[src/hw/rtl/utdb_pkg.sv]
// Shared types, constants and codes for the USB transfer descriptor builder.
package utdb_pkg;

  localparam int MAX_DESCRIPTORS = 64;

  localparam int MPS_W  = 10;
  localparam int SIZE_W = 16;
  localparam int ADDR_W = 32;
  localparam int CNT_W  = $clog2(MAX_DESCRIPTORS + 1);
  localparam int LIM_W  = MPS_W + CNT_W;
  localparam int CMP_W  = (LIM_W > SIZE_W) ? LIM_W : SIZE_W;

  // Data descriptor limits: control spends two on setup and status.
  localparam logic [LIM_W-1:0] LIM_CTRL  = LIM_W'(MAX_DESCRIPTORS - 2);
  localparam logic [LIM_W-1:0] LIM_OTHER = LIM_W'(MAX_DESCRIPTORS);

  localparam logic [1:0] OP_CONTROL = 2'd0;
  localparam logic [1:0] OP_INTR_IN = 2'd1;
  localparam logic [1:0] OP_ISO_OUT = 2'd2;
  localparam logic [1:0] OP_NONE    = 2'd3;

  localparam logic [1:0] ST_OK        = 2'd0;
  localparam logic [1:0] ST_ZERO_MPS  = 2'd1;
  localparam logic [1:0] ST_TOO_MANY  = 2'd2;
  localparam logic [1:0] ST_EMPTY     = 2'd3;

  localparam logic [7:0] PID_SETUP = 8'h2D;
  localparam logic [7:0] PID_IN    = 8'h69;
  localparam logic [7:0] PID_OUT   = 8'hE1;

  localparam logic [15:0] FLAG_ACTIVE = 16'h0080;
  localparam logic [15:0] FLAG_IOC    = 16'h0100;
  localparam logic [15:0] FLAG_IOS    = 16'h0200;
  localparam logic [15:0] FLAG_ERRCNT = 16'h0800;

  localparam logic [10:0] LEN_MASK = 11'h7FF;

  typedef struct packed {
    logic [1:0]        operation;
    logic              direction_out;
    logic [6:0]        device_address;
    logic [3:0]        endpoint;
    logic [MPS_W-1:0]  packet_bytes;
    logic [SIZE_W-1:0] transfer_size;
    logic [ADDR_W-1:0] data_address;
    logic [ADDR_W-1:0] request_address;
  } in_t;

  typedef struct packed {
    logic [31:0]       token_word;
    logic [31:0]       control_status_word;
    logic [ADDR_W-1:0] buffer_address;
    logic [1:0]        status;
    logic              last;
  } out_t;

  typedef enum logic [2:0] {
    S_IDLE,
    S_EVAL,
    S_ERROR,
    S_SETUP,
    S_DATA,
    S_STATUS
  } state_t;

  typedef enum logic [1:0] {
    SEL_ERROR,
    SEL_SETUP,
    SEL_DATA,
    SEL_STATUS
  } sel_t;

  typedef struct packed {
    logic capture;
    logic load;
    sel_t sel;
  } cmd_t;

  typedef struct packed {
    logic [1:0] err_code;
    logic       skip;
    logic       ctrl;
    logic       rem_zero;
    logic       data_final;
    logic       out_free;
  } stat_t;

endpackage

[src/hw/rtl/utdb_ctrl.sv]
// Sequencer: walks a request through check, then an error beat or setup, data and status beats.
module utdb_ctrl (
  input  logic           clk,
  input  logic           rst_n,
  input  logic           in_valid,
  output logic           in_ready,
  input  utdb_pkg::stat_t stat,
  output utdb_pkg::cmd_t  cmd
);
  import utdb_pkg::*;

  state_t state_r, state_nxt;

  always_ff @(posedge clk) begin
    if (!rst_n) begin
      state_r <= S_IDLE;
    end else begin
      state_r <= state_nxt;
    end
  end

  // next state
  always_comb begin
    state_nxt = state_r;
    case (state_r)
      S_IDLE: begin
        if (in_valid) state_nxt = S_EVAL;
      end
      S_EVAL: begin
        if (stat.skip)                 state_nxt = S_IDLE;
        else if (stat.err_code != ST_OK) state_nxt = S_ERROR;
        else if (stat.ctrl)            state_nxt = S_SETUP;
        else                           state_nxt = S_DATA;
      end
      S_ERROR: begin
        if (stat.out_free) state_nxt = S_IDLE;
      end
      S_SETUP: begin
        if (stat.out_free) state_nxt = stat.rem_zero ? S_STATUS : S_DATA;
      end
      S_DATA: begin
        if (stat.out_free && stat.data_final) begin
          state_nxt = stat.ctrl ? S_STATUS : S_IDLE;
        end
      end
      S_STATUS: begin
        if (stat.out_free) state_nxt = S_IDLE;
      end
      default: state_nxt = S_IDLE;
    endcase
  end

  // outputs
  always_comb begin
    in_ready    = 1'b0;
    cmd.capture = 1'b0;
    cmd.load    = 1'b0;
    cmd.sel     = SEL_ERROR;
    case (state_r)
      S_IDLE: begin
        in_ready    = 1'b1;
        cmd.capture = in_valid;
      end
      S_EVAL: begin
        cmd.load = 1'b0;
      end
      S_ERROR: begin
        cmd.load = stat.out_free;
        cmd.sel  = SEL_ERROR;
      end
      S_SETUP: begin
        cmd.load = stat.out_free;
        cmd.sel  = SEL_SETUP;
      end
      S_DATA: begin
        cmd.load = stat.out_free;
        cmd.sel  = SEL_DATA;
      end
      S_STATUS: begin
        cmd.load = stat.out_free;
        cmd.sel  = SEL_STATUS;
      end
      default: begin
        in_ready = 1'b0;
      end
    endcase
  end

endmodule

[src/hw/rtl/utdb_dp.sv]
// Datapath: request registers, chunk walker, descriptor assembly, output register.
module utdb_dp (
  input  logic            clk,
  input  logic            rst_n,
  input  utdb_pkg::in_t   in_data,
  input  utdb_pkg::cmd_t  cmd,
  output utdb_pkg::stat_t stat,
  output logic            out_valid,
  input  logic            out_ready,
  output utdb_pkg::out_t  out_data
);
  import utdb_pkg::*;

  // captured request
  logic [1:0]        op_r;
  logic              dir_r;
  logic [6:0]        dev_r;
  logic [3:0]        ep_r;
  logic [MPS_W-1:0]  mps_r;
  logic              size_zero_r;
  logic [ADDR_W-1:0] req_r;
  logic [LIM_W-1:0]  lim_r;
  // walker
  logic [SIZE_W-1:0] rem_r;
  logic [ADDR_W-1:0] addr_r;
  logic              toggle_r;
  // output stage
  out_t              out_r;
  logic              out_valid_r, out_valid_nxt;

  logic              ctrl;
  logic [LIM_W-1:0]  factor;
  logic [1:0]        err;
  logic [MPS_W-1:0]  chunk;
  logic [10:0]       len_m1;
  logic [7:0]        data_pid;
  logic [7:0]        stat_pid;
  logic              final_beat;
  logic [15:0]       flags;
  out_t              beat;

  assign ctrl   = (op_r == OP_CONTROL);
  assign factor = (in_data.operation == OP_CONTROL) ? LIM_CTRL : LIM_OTHER;

  always_ff @(posedge clk) begin
    if (cmd.capture) begin
      op_r        <= in_data.operation;
      dir_r       <= in_data.direction_out;
      dev_r       <= in_data.device_address;
      ep_r        <= in_data.endpoint;
      mps_r       <= in_data.packet_bytes;
      size_zero_r <= (in_data.transfer_size == '0);
      req_r       <= in_data.request_address;
      lim_r       <= LIM_W'(in_data.packet_bytes) * factor;
      rem_r       <= in_data.transfer_size;
      addr_r      <= in_data.data_address;
      toggle_r    <= (in_data.operation == OP_CONTROL);
    end else if (cmd.load && cmd.sel == SEL_DATA) begin
      rem_r  <= stat.data_final ? '0 : rem_r - SIZE_W'(mps_r);
      addr_r <= addr_r + ADDR_W'(mps_r);
      if (op_r != OP_ISO_OUT) toggle_r <= ~toggle_r;
    end
  end

  // error priority: zero packet size, empty data, too many descriptors
  always_comb begin
    if (mps_r == '0)                                      err = ST_ZERO_MPS;
    else if (!ctrl && size_zero_r)                        err = ST_EMPTY;
    else if (CMP_W'(rem_r) > CMP_W'(lim_r))               err = ST_TOO_MANY;
    else                                                  err = ST_OK;
  end

  assign stat.err_code   = err;
  assign stat.skip       = (op_r == OP_NONE);
  assign stat.ctrl       = ctrl;
  assign stat.rem_zero   = (rem_r == '0);
  assign stat.data_final = (SIZE_W'(mps_r) >= rem_r);
  assign stat.out_free   = !out_valid_r || out_ready;

  assign chunk      = stat.data_final ? rem_r[MPS_W-1:0] : mps_r;
  assign len_m1     = 11'(chunk) - 11'd1;
  assign data_pid   = ctrl ? (dir_r ? PID_OUT : PID_IN)
                           : ((op_r == OP_ISO_OUT) ? PID_OUT : PID_IN);
  assign stat_pid   = (size_zero_r || dir_r) ? PID_IN : PID_OUT;
  assign final_beat = !ctrl && stat.data_final;

  always_comb begin
    flags = FLAG_ACTIVE | FLAG_ERRCNT;
    if (op_r == OP_ISO_OUT) flags = flags | FLAG_IOS;
    if (final_beat)         flags = flags | FLAG_IOC;
  end

  always_comb begin
    beat = '0;
    case (cmd.sel)
      SEL_ERROR: begin
        beat.status = err;
        beat.last   = 1'b1;
      end
      SEL_SETUP: begin
        beat.token_word          = {11'd7, 1'b0, 1'b0, 4'd0, dev_r, PID_SETUP};
        beat.control_status_word = {FLAG_ACTIVE | FLAG_ERRCNT, 5'd0, LEN_MASK};
        beat.buffer_address      = req_r;
      end
      SEL_DATA: begin
        beat.token_word          = {len_m1, 1'b0, toggle_r, ctrl ? 4'd0 : ep_r, dev_r,
                                    data_pid};
        beat.control_status_word = {flags, 5'd0, LEN_MASK};
        beat.buffer_address      = addr_r;
        beat.last                = final_beat;
      end
      SEL_STATUS: begin
        beat.token_word          = {LEN_MASK, 1'b0, 1'b1, 4'd0, dev_r, stat_pid};
        beat.control_status_word = {FLAG_ACTIVE | FLAG_ERRCNT | FLAG_IOC, 5'd0, LEN_MASK};
        beat.last                = 1'b1;
      end
      default: beat = '0;
    endcase
  end

  assign out_valid_nxt = cmd.load ? 1'b1 : (out_ready ? 1'b0 : out_valid_r);

  always_ff @(posedge clk) begin
    if (!rst_n) begin
      out_valid_r <= 1'b0;
    end else begin
      out_valid_r <= out_valid_nxt;
    end
  end

  always_ff @(posedge clk) begin
    if (cmd.load) out_r <= beat;
  end

  assign out_valid = out_valid_r;
  assign out_data  = out_r;

endmodule

[src/hw/rtl/usb_transfer_descriptor_builder.sv]
// Top level of the USB transfer descriptor builder: sequencer plus datapath.
//
//   channel  | ports                      | beat
//   ---------+----------------------------+-------------------------------------
//   in       | in_valid, in_ready, in_data   | one transfer request (in_t)
//   out      | out_valid, out_ready, out_data| one transfer descriptor or error
//
// Flow: a request is captured, checked for errors, then yields D descriptors,
// where D is the number of descriptors made (1 for an error result, 0 for
// operation three). Capture also forms the count limit with a single
// multiply; after the check the output register takes one descriptor per
// cycle unless out_ready stalls it. in_ready is high only between requests.
// Reset: rst_n, synchronous, active low; clears the sequencer and out_valid.
// Stalls: out_ready low holds the output register and the walk waits on it; a
// new request may be taken while the last descriptor of the previous one waits.
//
// The too-many check is size > limit * packet_bytes, so no divider
// is needed; the walker then subtracts packet_bytes per data descriptor.
module usb_transfer_descriptor_builder (
  input  logic           clk,
  input  logic           rst_n,
  input  logic           in_valid,
  output logic           in_ready,
  input  utdb_pkg::in_t  in_data,
  output logic           out_valid,
  input  logic           out_ready,
  output utdb_pkg::out_t out_data
);
  import utdb_pkg::*;

  cmd_t  cmd;
  stat_t stat;

  utdb_ctrl u_ctrl (
    .clk      (clk),
    .rst_n    (rst_n),
    .in_valid (in_valid),
    .in_ready (in_ready),
    .stat     (stat),
    .cmd      (cmd)
  );

  utdb_dp u_dp (
    .clk       (clk),
    .rst_n     (rst_n),
    .in_data   (in_data),
    .cmd       (cmd),
    .stat      (stat),
    .out_valid (out_valid),
    .out_ready (out_ready),
    .out_data  (out_data)
  );

  // One request at a time: after capture the input stays closed while the request is evaluated.
  a_one_at_a_time: assert property (@(posedge clk) disable iff (!rst_n)
    (in_valid && in_ready) |=> !in_ready)
    else $error("request accepted during evaluation");

  // An error result is a lone, final beat with cleared words.
  a_error_last: assert property (@(posedge clk) disable iff (!rst_n)
    (out_valid && out_data.status != ST_OK) |->
      (out_data.last && out_data.token_word == '0 && out_data.buffer_address == '0))
    else $error("malformed error beat");

  // The final descriptor of a good request always carries interrupt-on-complete.
  a_last_ioc: assert property (@(posedge clk) disable iff (!rst_n)
    (out_valid && out_data.status == ST_OK && out_data.last) |->
      out_data.control_status_word[24])
    else $error("last descriptor without IOC");

  // A descriptor loaded while the output waited would overwrite it.
  a_no_overwrite: assert property (@(posedge clk) disable iff (!rst_n)
    (cmd.load) |-> (!out_valid || out_ready))
    else $error("output register overwritten");

endmodule

[config.mk]
export PLATFORM = sky130hd
export DESIGN_NAME = usb_transfer_descriptor_builder
export DESIGN_NICKNAME = d
export VERILOG_FILES = /design/src/hw/rtl/utdb_pkg.sv /design/src/hw/rtl/utdb_ctrl.sv /design/src/hw/rtl/utdb_dp.sv /design/src/hw/rtl/usb_transfer_descriptor_builder.sv
export SDC_FILE = /design/constraint.sdc
export NUM_CORES = 1
export LEC_CHECK = 0
export BUFFER_PORTS_ARGS = -buffer_cell sky130_fd_sc_hd__buf_4
export CORE_MARGIN = 8
export CORE_UTILIZATION = 35
export CTS_CLUSTER_SIZE = 30
export DETAILED_ROUTE_END_ITERATION = 16
export PLACE_DENSITY = 0.61
export SLEW_MARGIN = 5
export SYNTH_ARGS = -nofsm -noshare
export SYNTH_HDL_FRONTEND = slang
export SYNTH_SLANG_ARGS = --single-unit
[constraint.sdc]
create_clock -name clk -period 4.92 [get_ports clk]
set_clock_uncertainty 0.05 [all_clocks]
set_input_delay 0.246 -clock clk [delete_from_list [all_inputs] [get_ports clk]]
set_output_delay 0.246 -clock clk [all_outputs]
set_load 0.01 [all_outputs]
==> impl_metrics.ini, run 1 <==
[drt]
num_vias = 8361
ant_nets = 0
vias_per_cell = 4.96
wirelength_um = 30400
drc = 0
avgRoutedWirePerCell_um = 18.0
first_pass_iters = 5
drt_iter0_markers = 576

[run_status]
status = complete, no violations

[synthesis]
yosysWarnings = 0
postSynth.asyncResetShare = 0
synth.ff_latch_count = 191
synth_cell_types = 71
synth_cells = 1020
dominantRegCellSynth = edfxtp_1
yosysSeqAreaShare = 0.500
synth-edff-count = 187
synthesis.area_mm2 = 0.0114
synth_area_per_cell_um2 = 11.2

[layout]
drive_above_1_share = 0.205
nets = 1442
area_growth_pct = 25.1
fin_area_mm2 = 0.0143
utilization = 0.442

[clock_tree]
cts_sinks = 191
cts_tree = yes
htreeDepth = 4
cts-root-buf = clkbuf_16
clkTransAtPathRegs_ns = 0.08
max-clock-path-buffers = 2
clk_latency_ns = 0.44
numCtsBuffers = 17

[timing]
tightest_slew_ns = 1.06
fmax_mhz = 213
timing.final.crit_share = 0.956
fin_ws_ns = 0.216
setup_viol = 0
slew_viol_final = 0
fin_crit_ns = 4.70
hold_viol = 0
rsz0062_at_grt = false
setup_tns_ns = 0
max_slew_margin = 0.292

[power_and_ir_drop]
pwr-share-comb = 0.310
switchingPower_mw = 1.85
swShare = 0.335
power_mw = 5.51
power.density_mw_per_mm2 = 386
p_seq_frac = 0.433
power.leakage_nw = 5.87
ir_drop_v = 0.000216
intPower_mw = 3.66
clockPowerShare = 0.258

[floorplan]
die_area_mm2 = 0.0386
start_util = 0.353
die_w_um = 196
core_area_mm2 = 0.0323
pin_count = 209
die_y_um = 196
rows = 66

[worst_setup_path]
critPathRequiredTime_ns = 5.06
cpMaxStageDelayCell = dlygate4sd3_1
slowest_delay_ns = 0.55
rr_endpoint = u_dp.out_data[96]
end_kind = register
rrSetupSlack_ns = 1.16
start_kind = input pin
crit_family = adder cells
critPathBufInv = 3
critical_path_class = input pin to register
cp_max_fo = 15
path_common_cell = ha_1
r2r_cells = 15
arrival_ns = 4.85
reg2reg_from = u_dp.mps_r[0]
crit_chain = dlygate4sd3_1 > buf_4 > or2_2 > buf_4 > nor2_1 > ha_1 > fa_1 > fa_1 > ha_1 > ha_1 > a21o_1 > a21oi_2 > o21bai_1 > a2111o_1 > a31o_2 > a21oi_2 > xnor2_1

[grt]
overflow = 0
grtUsageTotal = 0.155
grt_max_degree = 69
grt_pass1_vias = 8403
grt_pass1_wl_um = 47000
antenna_found_initial = 2

[hold_path]
hold_class = input pin to register
hold_depth = 3
hold_path.startpoint = in_data[32]
hold_path_end = u_dp.addr_r[0]

[placement]
portBuffers = 188
dpl-instance-area_mm2 = 0.0131
dp_slack_ns = 0.111
hpwl_um = 22400
routabilityCongestion = 0.877

[job]
maxCapViolCount = 0
stage by stage:
step	hold WS [ns]	std cells
final	0.0269	1686
after global routing	0.00820	1685
after CTS	0.00234	1684
after detailed placement	0.375	1600
after global placement	0.375	1600
after floorplan	0.295	1040
sequential cells by signal, summed over array words and instances (netlist names):
register,count
u_dp.dev_r,7
u_dp.ep_r,4
u_ctrl.state_r,3
u_dp.op_r,2
u_dp.size_zero_r,1
u_dp.rem_r,16
u_dp.out_data,65
u_dp.mps_r,10
u_dp.toggle_r,1
u_dp.addr_r,32
u_dp.req_r,32
u_dp.dir_r,1
u_dp.lim_r,16
u_dp.out_valid,1
how the worst max path moves through the flow:
stage,start,end,slack (ns),cells after the start
6_report,in_data[102],u_dp.lim_r[15],0.22,17
5_1_grt,in_data[102],u_dp.lim_r[15],0.03,17
4_1_cts,in_data[102],u_dp.lim_r[15],0.0007,17
3_5_place_dp,in_data[103],u_dp.lim_r[15],0.11,16
3_3_place_gp,in_data[103],u_dp.lim_r[15],0.21,16
2_1_floorplan,in_data[103],u_dp.lim_r[15],0.20,19
repair_timing:
item                                    in CTS  in global routing
hold buffers                                52                  0
hold endpoints to repair                    52                  0
resized for setup                            0                  5
setup buffers                                0                  1
endpoints found under the setup margin       0                  3
synth_stat cells (32+ instances only):
| library cell | count | area [um^2] |
|---|---|---|
| nor2b_1 | 44 | 275 |
| edfxtp_1 | 187 | 5620 |
| nand2_1 | 100 | 375 |
| a22oi_1 | 32 | 240 |
| inv_1 | 57 | 214 |
| o21ai_0 | 50 | 250 |
| buf_4 | 36 | 270 |
| a21oi_1 | 48 | 240 |
| nor2_1 | 46 | 173 |
| ha_1 | 81 | 1010 |
| xor2_1 | 33 | 289 |
| clkbuf_1 | 40 | 150 |
area by class of cell:
class,instances,area (um^2)
Antenna cell,1,2.50
Fill cell,3024,18000
Clock inverter,15,176
Clock buffer,17,425
Inverter,58,220
Timing Repair Buffer,252,2030
Multi-Input combinational cell,710,5150
Sequential cell,191,5700
Tap cell,442,553
cells in the final DEF, fill, tap and decap left out, types with 15 or more instances in the layout:
cell type / instances
dlygate4sd3_1: 52
a22oi_1: 32
a21oi_1: 46
xnor2_1: 30
edfxtp_1: 187
nor2b_1: 44
nor3_1: 20
buf_4: 199
xor2_1: 33
ha_1: 80
clkbuf_16: 17
inv_1: 57
nor2_1: 45
fa_1: 23
nand2_1: 98
and2_1: 16
conb_1: 21
nand4_1: 15
o21ai_0: 50
power groups by stage:
stage	registers, mW	logic, mW	clock network (mW)
after floorplan	2.36	1.20	0
after global placement	2.41	1.63	0
after detailed placement	2.42	1.66	0
after CTS	2.38	1.71	1.45
after global routing	2.41	1.91	1.52
final	2.38	1.71	1.42
tightest hold or removal path, cell delays in order:
cell and delay (ns):
buf_4 0.07, nand2_1 0.04, nand2_1 0.05
logic make-up after synthesis:
family,share of synthesized area
simple gates,0.137
compound gates,0.121
flops,0.500
buf+inv,0.0581
fa+ha+maj,0.129
xor+xnor,0.0484
mux,0.00626
other cells,0.000329
routing by layer:
metal / part of all wire / vias up / track usage / wire length, um
met5: 0.00043 / - / 0 / 13
met4: 0.022 / 2 / 0.0508 / 668
met3: 0.062 / 42 / 0.0338 / 1870
met2: 0.47 / 259 / 0.249 / 14300
met1: 0.44 / 3996 / 0.207 / 13500
li1: - / 4062 / - / -
(Power assumes the default switching activity.)
==> run 2: changes to the inputs <==
CORE_ASPECT_RATIO = 0.6   (was unset)
PLACE_DENSITY = 0.67   (was 0.61)
RECOVER_POWER = 100   (was unset)
==> run 2 against run 1 <==
Effect of this change:
- register-to-register slack worse by 0.69 ns
- combinational power is 3% lower
- die area is 0.49% higher
- routed wire length is 4.7% higher
- the run now ends with capacitance limit, slew limit left
- largest cell class unchanged
- sequential cell count stayed put
- highest routed layer is now met4
- critical path type unchanged
==> impl_metrics.ini, run 2 (synthesized netlist as in run 1, its figures left out) <==
[clock_tree]
max-clock-path-buffers = 2
cts_tree = yes
clkTransAtPathRegs_ns = 0.08
clk_latency_ns = 0.45
cts-root-buf = clkbuf_16
numCtsBuffers = 17
htreeDepth = 4
cts_sinks = 191

[floorplan]
start_util = 0.354
die_w_um = 249
die_area_mm2 = 0.0388
die_y_um = 156
core_area_mm2 = 0.0322
pin_count = 209
rows = 51

[layout]
num_antenna_cells = 0
utilization = 0.432
nets = 1453
largest_reg_flops = 65
layout_common_cells = 187 x edfxtp_1, 102 x clkbuf_1, 99 x nand2_1
area_growth_pct = 22.2
fin_area_mm2 = 0.0139
finalNonFillerCells = 1678
layout_commonest_cell = edfxtp_1
drive_above_1_share = 0.121

[drt]
first_pass_iters = 5
avgRoutedWirePerCell_um = 18.9
drc = 0
ant_nets = 0
wirelength_um = 31800
drt_iter0_markers = 693
vias_per_cell = 5.08
num_vias = 8531

[timing]
hold_viol = 0
setup_tns_ns = 0
setup_viol = 0
fmax_mhz = 209
tightest_slew_ns = 2.20
slew_viol_final = 195
timing.final.crit_share = 0.972
max_slew_margin = -0.482
fin_crit_ns = 4.78

[placement]
dpl-instance-area_mm2 = 0.0131
placed_cells = 1586
hpwl_um = 24200
routabilityCongestion = 0.891
portBuffers = 188

[run_status]
status = finished with violations
violations = capacitance limit, slew limit

[grt]
grt_pass1_wl_um = 48000
grt_max_degree = 75
antenna_found_initial = 0
grtUsageTotal = 0.159
overflow = 0
grt_pass1_vias = 8188

[worst_setup_path]
critPathRequiredTime_ns = 5.07
r2r_cells = 7
arrival_ns = 4.94
end_kind = register
start_kind = input pin
critical_path_class = input pin to register
cp_max_fo = 3

[hold_path]
hold_class = input pin to register
hold_depth = 3

[power_and_ir_drop]
power.density_mw_per_mm2 = 400
power.leakage_nw = 5.51
ir_drop_v = 0.000249

[job]
maxCapViolCount = 5
## run 2: changes by cell type in the layout (fill, tap and decap cells not counted), sizes merged
cell / delta
buf: -143
bufinv: +1
clkbuf: +147
clkinv: -3
clkinvlp: +2
diode: -1
dlygate4sd3: +7
## run 2: final cells by class
cell class | count | area, um^2
Fill cell | 3102 | 18300
Sequential cell | 191 | 5700
Multi-Input combinational cell | 710 | 5120
Timing Repair Buffer | 263 | 1730
Tap cell | 424 | 531
Clock buffer | 17 | 425
Inverter | 58 | 220
Clock inverter | 15 | 204
## run 2: timing repair
action                     4_1_cts  5_1_grt
setup buffers                    0        1
gates resized for setup          0        2
hold endpoints to repair        59        0
hold buffers                    59        0
setup endpoints to repair        0        2
## run 2: report_power, final
part | switching, mW | internal [mW]
registers | 0.238 | 2.17
logic | 0.982 | 0.680
clock network | 0.679 | 0.820
total | 1.90 | 3.67
## run 2: metal layers
metal  up-vias  wire length [um]  track usage
li1       4085                 -            -
met1      4122             15400        0.231
met2       300             13600        0.232
met3        24              2410       0.0501
met4         0               327       0.0310
met5         -                 0            0
## run 2: worst paths after layout
kind	start	endpoint	slack [ns]
hold / removal	in_data[74]	u_dp.rem_r[10]	0.03
setup reg to reg	u_ctrl.state_r[2]	u_dp.addr_r[22]	0.47
hold reg to reg	u_dp.dev_r[5]	u_dp.out_data[80]	0.47
setup / recovery	in_data[103]	u_dp.lim_r[15]	0.14
## run 2: worst max-delay path, cell delays in order
cell	delay, ns
dlygate4sd3_1	0.53
clkbuf_1	0.13
or2_2	0.32
nand2_1	0.09
nand2_1	0.06
ha_1	0.27
inv_1	0.05
fa_1	0.53
inv_1	0.05
fa_1	0.57
ha_4	0.23
fa_1	0.47
a21o_1	0.19
a21oi_2	0.16
o21bai_1	0.11
a2111o_1	0.44
a31o_2	0.24
a21oi_1	0.17
xnor2_1	0.09
## run 2: stage by stage
step | hold slack, ns | worst slack, ns | total power [mW]
2_1_floorplan | 0.295 | 0.196 | 3.56
3_3_place_gp | 0.374 | 0.274 | 4.06
3_5_place_dp | 0.375 | 0.159 | 4.10
4_1_cts | 0.000177 | 0.0696 | 5.65
5_1_grt | 0.00102 | -0.00772 | 5.89
6_report | 0.0252 | 0.138 | 5.57
==> run 3: changes to the inputs <==
SETUP_SLACK_MARGIN = 0.15   (was unset)
==> run 3 against run 2 <==
Effect of this change:
- the run still ends with capacitance limit, slew limit left
- combinational power hardly changed
- global-route usage hardly changed
- fmax is 2.7% higher
- via count hardly changed
- die area stayed put
- count of clock-buffer cells in the layout stayed put
- sequential share of layout area stayed put
- design area stayed put
- sequential power hardly changed
- critical endpoint unchanged
==> impl_metrics.ini, run 3 (synthesized netlist as in run 1, its figures left out) <==
[run_status]
status = finished with violations
violations = capacitance limit, slew limit

[clock_tree]
max-clock-path-buffers = 2
clkTransAtPathRegs_ns = 0.08
numCtsBuffers = 17
cts-root-buf = clkbuf_16
cts_sinks = 191
htreeDepth = 4
cts_tree = yes
cts_setup_buffers = 0
clk_latency_ns = 0.46

[timing]
slew_viol_final = 195
rsz0062_at_grt = false
fmax_mhz = 215
tightest_slew_ns = 2.13
timing.final.crit_share = 0.946
setup_viol = 0
whs_ns = 0.0205
hold_viol = 0
fin_ws_ns = 0.264
max_slew_margin = -0.434
setup_tns_ns = 0
fin_crit_ns = 4.66

[layout]
multi_input_area_mm2 = 0.00512
fin_area_mm2 = 0.0139
area_growth_pct = 22.2
layout_common_cells = 187 x edfxtp_1, 102 x clkbuf_1, 99 x nand2_1
layout_commonest_cell = edfxtp_1
drive_above_1_share = 0.121
seq_area_mm2 = 0.00570
num_antenna_cells = 0
largest_reg_flops = 65
fillers = 3102
nets = 1452
utilization = 0.432

[worst_setup_path]
critical_path_class = input pin to register
arrival_ns = 4.81
end_kind = register
critPathRequiredTime_ns = 5.07
r2r_cells = 16
rrSetupSlack_ns = 0.54
rr_endpoint = u_dp.out_data[96]
cp_max_fo = 5
start_kind = input pin
reg2reg_from = u_dp.mps_r[0]

[placement]
hpwl_um = 24200
dp_slack_ns = 0.159
dpl-instance-area_mm2 = 0.0131
routabilityCongestion = 0.891
portBuffers = 188

[drt]
drt_iter0_markers = 692
num_vias = 8534
wirelength_um = 31800
first_pass_iters = 7
avgRoutedWirePerCell_um = 18.9
ant_nets = 0
vias_per_cell = 5.09
drc = 0

[grt]
grtUsageTotal = 0.160
grt_pass1_vias = 8196
grt_max_degree = 75
antenna_found_initial = 0
grt_pass1_wl_um = 48100
overflow = 0

[hold_path]
hold_path_end = u_dp.rem_r[10]
hold_path.startpoint = in_data[74]
hold_class = input pin to register
hold_depth = 3

[floorplan]
die_w_um = 249
start_util = 0.354
die_y_um = 156
pin_count = 209
rows = 51
die_area_mm2 = 0.0388
core_area_mm2 = 0.0322

[power_and_ir_drop]
clockPowerShare = 0.269
pwr-share-comb = 0.299
power.density_mw_per_mm2 = 400
switchingPower_mw = 1.90
p_seq_frac = 0.432
swShare = 0.341
intPower_mw = 3.67
ir_drop_v = 0.000250
power.leakage_nw = 5.50

[job]
maxCapViolCount = 5
## run 3: changes by cell type in the layout (fill, tap and decap cells not counted), sizes merged
cell	change
clkbuf	-1
## run 3: repair_timing
item                       CTS  global route
setup endpoints to repair    0             1
hold buffers                59             0
hold endpoints to repair    59             0
resized for setup            0             2
## run 3: per-stage QoR
stage	power (mW)	instances
floorplan	3.56	1040
global placement	4.06	1586
detailed placement	4.10	1586
CTS	5.65	1677
global route	5.89	1677
finish	5.57	1677
## run 3: how the worst max path moves through the flow
stage	from	slack, ns	endpoint
global route	in_data[81]	0.07	u_dp.lim_r[15]
finish	in_data[81]	0.26	u_dp.lim_r[15]
CTS	in_data[81]	0.30	u_dp.lim_r[15]
detailed placement	in_data[103]	0.16	u_dp.lim_r[15]
floorplan	in_data[103]	0.20	u_dp.lim_r[15]
global placement	in_data[103]	0.27	u_dp.lim_r[15]
## run 3: power groups by stage
stage / Combinational [mW] / Clock, mW / Sequential [mW]
after floorplan: 1.20 / 0 / 2.36
after global placement: 1.64 / 0 / 2.42
after detailed placement: 1.68 / 0 / 2.43
after CTS: 1.73 / 1.53 / 2.39
after global routing: 1.87 / 1.58 / 2.44
final: 1.66 / 1.50 / 2.41
## run 3: worst max-delay path, cell delays in order
cell and delay [ns]:
dlygate4sd3_1 0.53, clkbuf_1 0.18, nand2_1 0.16, nand2_1 0.07, ha_1 0.27, inv_1 0.05, fa_1 0.53, inv_1 0.06
fa_1 0.60, ha_4 0.23, fa_1 0.47, a21o_1 0.19, a21oi_2 0.18, o21bai_1 0.10, a2111o_1 0.43, a31o_2 0.24
a21oi_1 0.17, xnor2_1 0.09
## run 3: layer usage
| layer | track usage | vias up | routed length (um) |
|---|---|---|---|
| li1 | - | 4080 | - |
| met1 | 0.231 | 4134 | 15500 |
| met2 | 0.232 | 297 | 13600 |
| met3 | 0.0499 | 23 | 2250 |
| met4 | 0.0310 | 0 | 332 |
| met5 | 0 | - | 0 |
## run 3: layout make-up
class,count,share of cell area
Tap cell,424,0.0381
Clock inverter,15,0.0146
Multi-Input combinational cell,710,0.368
Sequential cell,191,0.409
Timing Repair Buffer,262,0.124
Inverter,58,0.0158
Clock buffer,17,0.0306
